`config.mk`:
```
export PLATFORM = sky130hd
export DESIGN_NAME = pausable_deadline_timer_top
export DESIGN_NICKNAME = d
export VERILOG_FILES = /design/src/rtl/pdt_pkg.sv /design/src/rtl/pausable_deadline_timer_top.sv
export SDC_FILE = /design/constraint.sdc
export NUM_CORES = 1
export LEC_CHECK = 0
export BUFFER_PORTS_ARGS = -buffer_cell sky130_fd_sc_hd__buf_2
export CAP_MARGIN = 20
export CORE_ASPECT_RATIO = 1.2
export CORE_MARGIN = 2
export CORE_UTILIZATION = 63
export CTS_CLUSTER_SIZE = 40
export DETAILED_ROUTE_END_ITERATION = 6
export PLACE_DENSITY = 0.82
export SLEW_MARGIN = 20
export SYNTH_ARGS = -nofsm -noshare
export SYNTH_HDL_FRONTEND = slang
export SYNTH_SLANG_ARGS = --single-unit
```
`constraint.sdc`:
```
create_clock -name i_clk -period 5.1 [get_ports i_clk]
set_input_delay 0.255 -clock i_clk [delete_from_list [all_inputs] [get_ports i_clk]]
set_output_delay 0.255 -clock i_clk [all_outputs]
set_load 0.02 [all_outputs]
```
`src/rtl/pdt_pkg.sv`:
```
`timescale 1ns / 1ps

package pdt_pkg;

    // Width of the wall-time, active-time and schedule counters.
    localparam int COUNT_WIDTH = 32;

    // Configuration registers are always 32 bits wide.
    localparam int REG_WIDTH = 32;

    // Working width for clamping and for the extend sum. It holds any
    // register value and any counter value, plus one carry bit.
    localparam int WIDE_W = ((COUNT_WIDTH > REG_WIDTH) ? COUNT_WIDTH : REG_WIDTH) + 1;

    localparam int CFG_INDEX_W = 2;

    localparam logic [COUNT_WIDTH-1:0] CNT_MAX = '1;

    typedef logic [COUNT_WIDTH-1:0] t_count;
    typedef logic [REG_WIDTH-1:0]   t_reg;
    typedef logic [WIDE_W-1:0]      t_wide;

    typedef enum logic [2:0] {
        OP_TICK   = 3'd0,
        OP_START  = 3'd1,
        OP_STOP   = 3'd2,
        OP_PAUSE  = 3'd3,
        OP_RESUME = 3'd4,
        OP_EXTEND = 3'd5
    } t_op;

    typedef enum logic [CFG_INDEX_W-1:0] {
        CFG_INITIAL_DURATION = 2'd0,
        CFG_LIMIT_DURATION   = 2'd1
    } t_cfg_index;

    // Clamp a register value to the largest counter value.
    function automatic t_count clamp_cnt(input t_reg v);
        t_wide ext;
        ext = WIDE_W'(v);
        if (ext > WIDE_W'(CNT_MAX)) begin
            return CNT_MAX;
        end
        return ext[COUNT_WIDTH-1:0];
    endfunction

    // Increment that sticks at the largest counter value.
    function automatic t_count sat_inc(input t_count v);
        if (v == CNT_MAX) begin
            return v;
        end
        return v + COUNT_WIDTH'(1);
    endfunction

endpackage

```
`src/rtl/pausable_deadline_timer_top.sv`:
```
`timescale 1ns / 1ps

// A result word is registered and appears on the output in the cycle after its command word is accepted.
// Throughput: one command word per cycle while i_ready is high; the result register is the only stage.
// The input is ready whenever the result register is empty or is being taken in that cycle.
// Reset (i_rst_n low, synchronous) clears all timer flags, counters, the schedule and both
// configuration registers to zero, and empties the result register.
module pausable_deadline_timer_top (
    input  logic                              i_clk,
    input  logic                              i_rst_n,

    // Configuration write channel.
    input  logic                              i_cfg_valid,
    output logic                              o_cfg_ready,
    input  logic [pdt_pkg::CFG_INDEX_W-1:0]   i_cfg_index,
    input  logic [31:0]                       i_cfg_data,

    // Command channel.
    input  logic                              i_valid,
    output logic                              o_ready,
    input  logic [2:0]                        i_op,
    input  logic [31:0]                       i_amount,

    // Result channel.
    output logic                              o_valid,
    input  logic                              i_ready,
    output logic                              o_accepted,
    output logic                              o_completed,
    output logic                              o_deadline_hit
);
    import pdt_pkg::*;

    // Configuration registers.
    t_reg   r_initial_duration;
    t_reg   r_limit_duration;

    // Timer state.
    logic   r_running;
    logic   r_paused;
    logic   r_completion_armed;
    logic   r_limit_armed;
    t_count r_wall_ticks;
    t_count r_active_ticks;
    t_count r_schedule;

    logic   n_running;
    logic   n_paused;
    logic   n_completion_armed;
    logic   n_limit_armed;
    t_count n_wall_ticks;
    t_count n_active_ticks;
    t_count n_schedule;

    // Result register.
    logic   r_out_valid;
    logic   r_accepted;
    logic   r_completed;
    logic   r_deadline_hit;

    logic   n_accepted;
    logic   n_completed;
    logic   n_deadline_hit;

    logic   in_fire;
    t_count lim;
    t_wide  ext_sum;
    t_count ext_sat;

    // The configuration port never stalls; the user must write only while idle; not enforced here.
    assign o_cfg_ready = 1'b1;

    // A new command can enter whenever the result register is free or draining.
    assign o_ready  = !r_out_valid || i_ready;
    assign in_fire  = i_valid && o_ready;

    assign o_valid         = r_out_valid;
    assign o_accepted      = r_accepted;
    assign o_completed     = r_completed;
    assign o_deadline_hit  = r_deadline_hit;

    always_ff @(posedge i_clk) begin
        if (!i_rst_n) begin
            r_initial_duration <= '0;
            r_limit_duration   <= '0;
        end else if (i_cfg_valid) begin
            case (t_cfg_index'(i_cfg_index))
                CFG_INITIAL_DURATION: r_initial_duration <= i_cfg_data;
                CFG_LIMIT_DURATION:   r_limit_duration   <= i_cfg_data;
                default: ;
            endcase
        end
    end

    // The limit register is clamped to the counter range where it is used.
    assign lim = clamp_cnt(r_limit_duration);

    // Extend: saturating sum of schedule and amount, then held to the limit.
    assign ext_sum = WIDE_W'(r_schedule) + WIDE_W'(i_amount);

    always_comb begin
        if (ext_sum > WIDE_W'(CNT_MAX)) begin
            ext_sat = CNT_MAX;
        end else begin
            ext_sat = ext_sum[COUNT_WIDTH-1:0];
        end
        if (ext_sat > lim) begin
            ext_sat = lim;
        end
    end

    // Command decode and next state. A rejected command leaves the state alone.
    always_comb begin
        n_running          = r_running;
        n_paused           = r_paused;
        n_completion_armed = r_completion_armed;
        n_limit_armed      = r_limit_armed;
        n_wall_ticks       = r_wall_ticks;
        n_active_ticks     = r_active_ticks;
        n_schedule         = r_schedule;
        n_accepted         = 1'b0;
        n_completed        = 1'b0;
        n_deadline_hit     = 1'b0;

        case (t_op'(i_op))
            OP_TICK: begin
                n_accepted = 1'b1;
                if (r_running) begin
                    n_wall_ticks = sat_inc(r_wall_ticks);
                    // Completion is checked only on unpaused ticks, against the
                    // advanced active count, so a used-up schedule fires at once.
                    if (!r_paused) begin
                        n_active_ticks = sat_inc(r_active_ticks);
                        if (r_completion_armed && (n_active_ticks >= r_schedule)) begin
                            n_completed        = 1'b1;
                            n_completion_armed = 1'b0;
                        end
                    end
                    // The limit runs on wall time and ignores pause.
                    if (r_limit_armed && (n_wall_ticks >= lim)) begin
                        n_deadline_hit = 1'b1;
                        n_limit_armed  = 1'b0;
                    end
                end
            end
            OP_START: begin
                // A schedule above the limit cannot be started.
                if (!r_running && (r_initial_duration <= r_limit_duration)) begin
                    n_accepted         = 1'b1;
                    n_running          = 1'b1;
                    n_paused           = 1'b0;
                    n_completion_armed = 1'b1;
                    n_limit_armed      = 1'b1;
                    n_wall_ticks       = '0;
                    n_active_ticks     = '0;
                    n_schedule         = clamp_cnt(r_initial_duration);
                end
            end
            OP_STOP: begin
                // The counters keep their values until the next start.
                if (r_running) begin
                    n_accepted         = 1'b1;
                    n_running          = 1'b0;
                    n_paused           = 1'b0;
                    n_completion_armed = 1'b0;
                    n_limit_armed      = 1'b0;
                end
            end
            OP_PAUSE: begin
                if (r_running && !r_paused) begin
                    n_accepted = 1'b1;
                    n_paused   = 1'b1;
                end
            end
            OP_RESUME: begin
                if (r_running && r_paused) begin
                    n_accepted = 1'b1;
                    n_paused   = 1'b0;
                end
            end
            OP_EXTEND: begin
                if (r_running && (i_amount != '0)) begin
                    n_accepted         = 1'b1;
                    n_schedule         = ext_sat;
                    n_completion_armed = 1'b1;
                end
            end
            default: begin
                // Unused op codes are rejected and change nothing.
            end
        endcase
    end

    always_ff @(posedge i_clk) begin
        if (!i_rst_n) begin
            r_running          <= 1'b0;
            r_paused           <= 1'b0;
            r_completion_armed <= 1'b0;
            r_limit_armed      <= 1'b0;
            r_wall_ticks       <= '0;
            r_active_ticks     <= '0;
            r_schedule         <= '0;
        end else if (in_fire) begin
            r_running          <= n_running;
            r_paused           <= n_paused;
            r_completion_armed <= n_completion_armed;
            r_limit_armed      <= n_limit_armed;
            r_wall_ticks       <= n_wall_ticks;
            r_active_ticks     <= n_active_ticks;
            r_schedule         <= n_schedule;
        end
    end

    always_ff @(posedge i_clk) begin
        if (!i_rst_n) begin
            r_out_valid <= 1'b0;
        end else if (in_fire) begin
            r_out_valid <= 1'b1;
        end else if (i_ready) begin
            r_out_valid <= 1'b0;
        end
    end

    // The result word itself needs no reset; it is qualified by r_out_valid.
    always_ff @(posedge i_clk) begin
        if (in_fire) begin
            r_accepted     <= n_accepted;
            r_completed    <= n_completed;
            r_deadline_hit <= n_deadline_hit;
        end
    end

endmodule
```
## Yosys cells after proc, flatten, opt, wreduce, memory -nomap -nowiden

Index checks and enable logic that the tools add are counted.

| operators by class | value |
|---|---|
| $add $sub $neg | 3 |
| order comparisons | 5 |
| eq/ne operators | 17 |
| mux-type cells | 52 |
| bitwise operators | 2 |
| reduce and logical (&&, ||, !) cells | 32 |

Operator list:

| kind | count |
|---|---|
| $mux 32 | 17 |
| $pmux 32 s2 | 3 |
| $add 32x1->32 const B | 2 |
| $eq 32x32->1 const B | 2 |
| $ge 32x32->1 | 2 |
| $add 32x32->33 | 1 |
| $gt 33x32->1 const B | 1 |
| $gt 32x32->1 | 1 |
| $le 32x32->1 | 1 |
| $reduce_bool 32->1 | 1 |
| $mux 1 | 27 |
| $ne 2x2->1 const B | 9 |
| $reduce_and 6->1 | 2 |
| $pmux 1 s4 | 2 |
| $reduce_and 4->1 | 2 |
| $reduce_and 8->1 | 1 |
| $reduce_bool 2->1 | 4 |
| $reduce_bool 4->1 | 2 |
| $logic_and 1x1->1 | 7 |
| $eq 3x2->1 const B | 2 |
| $eq 3x3->1 const B | 2 |
| $pmux 1 s6 | 1 |
| $reduce_and 2->1 | 3 |
| $reduce_and 5->1 | 1 |
| 12 further kinds | 15 |

| storage, ports and cells | value |
|---|---|
| bits in registers | 168 |
| input port bits | 74 |

## Logic depth before layout (Yosys ltp)

| depth | value |
|---|---|
| depth in word-level cells | 15 |
| depth in mapped cells | 23 |
| depth with buffers taken out | 21 |

## Worst setup path after synthesis

Ideal clock, no wire load.

| timing path | value |
|---|---|
| path kind | flip-flop to flip-flop |
| start point | reg r_schedule[9] |
| end point | reg r_schedule[10] |
| arrival time | 4,509 ps |
| required time | 4,963 ps |
| slack | 454 ps |
| stages on the path, launching flop included | 22 |
| path buffers | 4 |
| path through | dfxtp_1 -> ha_1 -> buf_2 -> a21oi_2 -> nand2_1 -> nor4b_2 -> and4bb_1 -> o21a_2 -> nor2_4 -> buf_2 -> or3b_1 -> ha_1 -> a21oi_1 -> o21ai_0 -> a2111oi_0 -> nor2_1 -> o31ai_2 -> buf_2 -> buf_2 -> nand3b_1 -> o211ai_1 -> a31oi_1 |

| on the way | value |
|---|---|
| cells in the longest elaborated chain, start to end | 7 |

RTL lines:

| what | line | RTL |
|---|---|---|
| start, declared | pausable_deadline_timer_top.sv:44 | `t_count r_schedule;` |
| start signal, assigned | pausable_deadline_timer_top.sv:209 | `r_schedule <= n_schedule;` |
| $add 32x32->33 (*) | pausable_deadline_timer_top.sv:98 | `assign ext_sum = WIDE_W'(r_schedule) + WIDE_W'(i_amount);` |
| $gt 33x32->1 | pausable_deadline_timer_top.sv:101 | `if (ext_sum > WIDE_W'(CNT_MAX)) begin` |
| $mux 32 (*) | pausable_deadline_timer_top.sv:101 |  |
| $gt 32x32->1 | pausable_deadline_timer_top.sv:106 | `if (ext_sat > lim) begin` |
| $mux 32 (*) | pausable_deadline_timer_top.sv:106 |  |
| $mux 32 (*) | pausable_deadline_timer_top.sv:181 | `if (r_running && (i_amount != '0)) begin` |
| $pmux 32 s2 (*) | pausable_deadline_timer_top.sv:124 | `case (t_op'(i_op))` |

Mark *: on every way between the ends. The rest lies on a longest branch, timed or not. The select of a mux whose other input is x is not followed.
A chain may end at the register's enable or synchronous reset.

## Final worst setup path

| timing path | value |
|---|---|
| start point | reg r_schedule[7] |
| end point | reg r_schedule[11] |

Same word-level chain as after synthesis.

==> results.toml <==
[yosys]
syn_area_per_cell_um2 = 7.51
synth_area_leader_cell = "dfxtp_1"
synth_commonest_cells = "nand2_1 (265), a21oi_1 (189), dfxtp_1 (165)"
ys_seq_area_frac = 0.255
ys_types = 89
yosysWarnings = 0
ys.flop_type = "dfxtp_1"
syn_area_um2 = 13300
synth.area.top_cells = "dfxtp_1 (25%), ha_1 (15%), nand2_1 (7.5%), a21oi_1 (7.1%), o21ai_0 (4.4%)"
ys_ff_latch = 168
synth.most_common_cell = "nand2_1"
syn_inst = 1770
synth-edff-count = 3
synth_nets = 2007
synth_top_area_share = 0.249
synthArstFlopShare = 0

[timing]
period_minus_slack_ns = 4.92
whs_ns = 0.0482
rsz0062_at_grt = "false"
worst_slack_ns = 0.178
finalSetupViolations = 0
slew_headroom = 0.328
slew_violations = 0
hold_viol_final = 0
fin_crit_sh = 0.965
worst-slew-pin-transition_ns = 0.999
fmax_ghz = 0.203
fin_tns_setup_ns = 0
skew_ns = 0.0152

[worst_setup_path]
path_cells = "ha_2, o211ai_1, o211ai_1, nand4_1, and4bb_1, o2111ai_1, a21oi_2, mux2i_2, nand2_1, ha_1, nand4_1, or3_1, nor2_2, nand4_1, o31ai_4, buf_4, buf_12, o21ai_0, a31o_2, a31oi_1"
path_class = "reg2reg"
cp_data_arrival_time_ns = 5.28
cp-end-kind = "flip-flop"
cp_max_fo = 25
start_kind = "flip-flop"
path_buf_inv = 2
max_stage_delay_ns = 0.45
cp_top_family = "simple AND/OR/NAND/NOR gates"
cp_common_cell = "nand4_1"
cp.required_ns = 5.46
crit_slowest_cell = "ha_2"

[global_route]
grt_pass1_wl_um = 64200
antenna_found_initial = 1
first_global_vias = 12705
grt-ovfl-total = 0
grt_max_degree = 69
track_usage = 0.365

[clock_network]
clk_pin_slew_ns = 0.08
cts_tree = "yes"
cts_buffers = 17
htreeDepth = 4
cts.path.max_buffers = 2
ctsRootBufferMaster = "clkbuf_16"
clk_latency_ns = 0.45
hold_buffers = 0
clock-sinks = 168

[place]
dpl_worst_slack_ns = -0.0112
placed_area_um2 = 13900
io_buffer_count = 78
place_congestion = 0.986
place_inst = 2057
hpwl_um = 31200

[route]
wl_per_cell_um = 19.6
drcViolationCount = 0
drt_pass1_iterations = 6
drt-initial-drc-count = 1312
via_per_inst = 6.47
vias = 13547
ant_nets = 0
finalWirelength_um = 41100

[power]
p_leak_nw = 6.06
power.density_nw_per_um2 = 235
ir_drop_uv = 222
finalPower_mw = 3.45

[floorplanning]
die_h_um = 163
ioPinCount = 80
die_area_um2 = 22300
initial_core_util = 0.638
row_count = 58
fp.dieW_um = 137
core_area_um2 = 20800

[final_layout]
diodes = 0
final_area_um2 = 14700
post-route-util = 0.704
drive_gt1_frac = 0.108
num-nets-final = 2047
layout.cells.non_filler = 2093
synthToLayoutAreaGrowth_pct = 10.3

[run_status]
status = "finished clean"

[flow_run]
drv_cap = 0

[hold_path]
hold_path.class = "in2reg"
-- worst paths after layout --
path	startpoint	endpoint	slack, ns	cells after the start
max	r_schedule[7]	r_schedule[11]	0.18	20
min	i_cfg_data[10]	r_initial_duration[10]	0.05	3
max reg2reg	r_schedule[7]	r_schedule[11]	0.18	20
min reg2reg	r_limit_armed	r_limit_armed	0.47	2
-- worst register-to-register path: stages (launching register included) --
cell       delay, ns
dfxtp_1         0.35
ha_2            0.45
o211ai_1        0.13
o211ai_1        0.29
nand4_1         0.24
and4bb_1        0.40
o2111ai_1       0.16
a21oi_2         0.21
mux2i_2         0.29
nand2_1         0.11
ha_1            0.35
nand4_1         0.09
or3_1           0.39
nor2_2          0.17
nand4_1         0.20
o31ai_4         0.12
buf_4           0.20
buf_12          0.16
o21ai_0         0.11
a31o_2          0.28
a31oi_1         0.16
-- cell type report --
| cell class | instances | area [um^2] |
|---|---|---|
| well taps | 270 | 338 |
| clock inverters | 15 | 180 |
| clock buffers | 17 | 425 |
| multi-input cells | 1410 | 9250 |
| fillers | 1702 | 6170 |
| inverters | 95 | 357 |
| repair buffers | 118 | 716 |
| flip-flops and latches | 168 | 3390 |
-- logic make-up after synthesis --
group,after synthesis,share of synthesized area
simple gates,627,0.230
compound gates,528,0.243
buf+inv,192,0.0572
flops,168,0.255
fa+ha+maj,163,0.154
xor+xnor,89,0.0587
mux,2,0.00160
other cells,1,0.000282
-- per-layer routing --
| layer | global-route usage | vias to the layer above | part of all wire |
|---|---|---|---|
| met3 | 0.0512 | 161 | 0.071 |
| met4 | 0.205 | 0 | 0.059 |
| met1 | 0.464 | 6289 | 0.41 |
| li1 | - | 6493 | - |
| met2 | 0.591 | 604 | 0.46 |
| met5 | 0 | - | 0 |
-- where the power goes --
part           total (mW)  switching (mW)  internal (mW)
combinational       0.715           0.439          0.276
sequential           1.37          0.0312           1.34
clock                1.36           0.652          0.705
total                3.45            1.12           2.32
-- what timing repair did --
action	4_1_cts	5_1_grt
setup buffers	0	4
setup endpoints to repair	3	32
pin swaps	0	5
resized for setup	1	20
gates cloned	0	0
-- sequential cells by signal (all words and copies together), names as in the netlist --
signal              cells
r_wall_ticks           32
r_schedule             32
r_running               1
o_completed             1
r_completion_armed      1
r_active_ticks         32
o_accepted              1
r_paused                1
r_initial_duration     32
o_deadline_hit          1
lim                    32
o_valid                 1
r_limit_armed           1
-- placed cells by master, fill, tap and decap left out, types with 6 or more instances in the layout --
cell / count
and3_1: 13
a21o_1: 36
nand2_1: 265
nor4_1: 15
ha_1: 161
nand3_1: 51
a32o_1: 11
and2_1: 8
o31ai_1: 11
and4_1: 13
a31o_2: 6
nor3_1: 31
buf_4: 38
nand2b_1: 15
a31oi_1: 56
buf_2: 78
xor2_1: 29
o21a_1: 9
inv_1: 94
nor2_1: 104
a21oi_1: 187
or3_1: 13
o211ai_1: 20
o21ai_0: 115
a211oi_1: 10
o21ai_1: 11
nor2b_1: 11
nand4_1: 42
nand3b_1: 12
clkbuf_16: 17
dfxtp_1: 164
xnor2_1: 59
(Power assumes the default switching activity.)
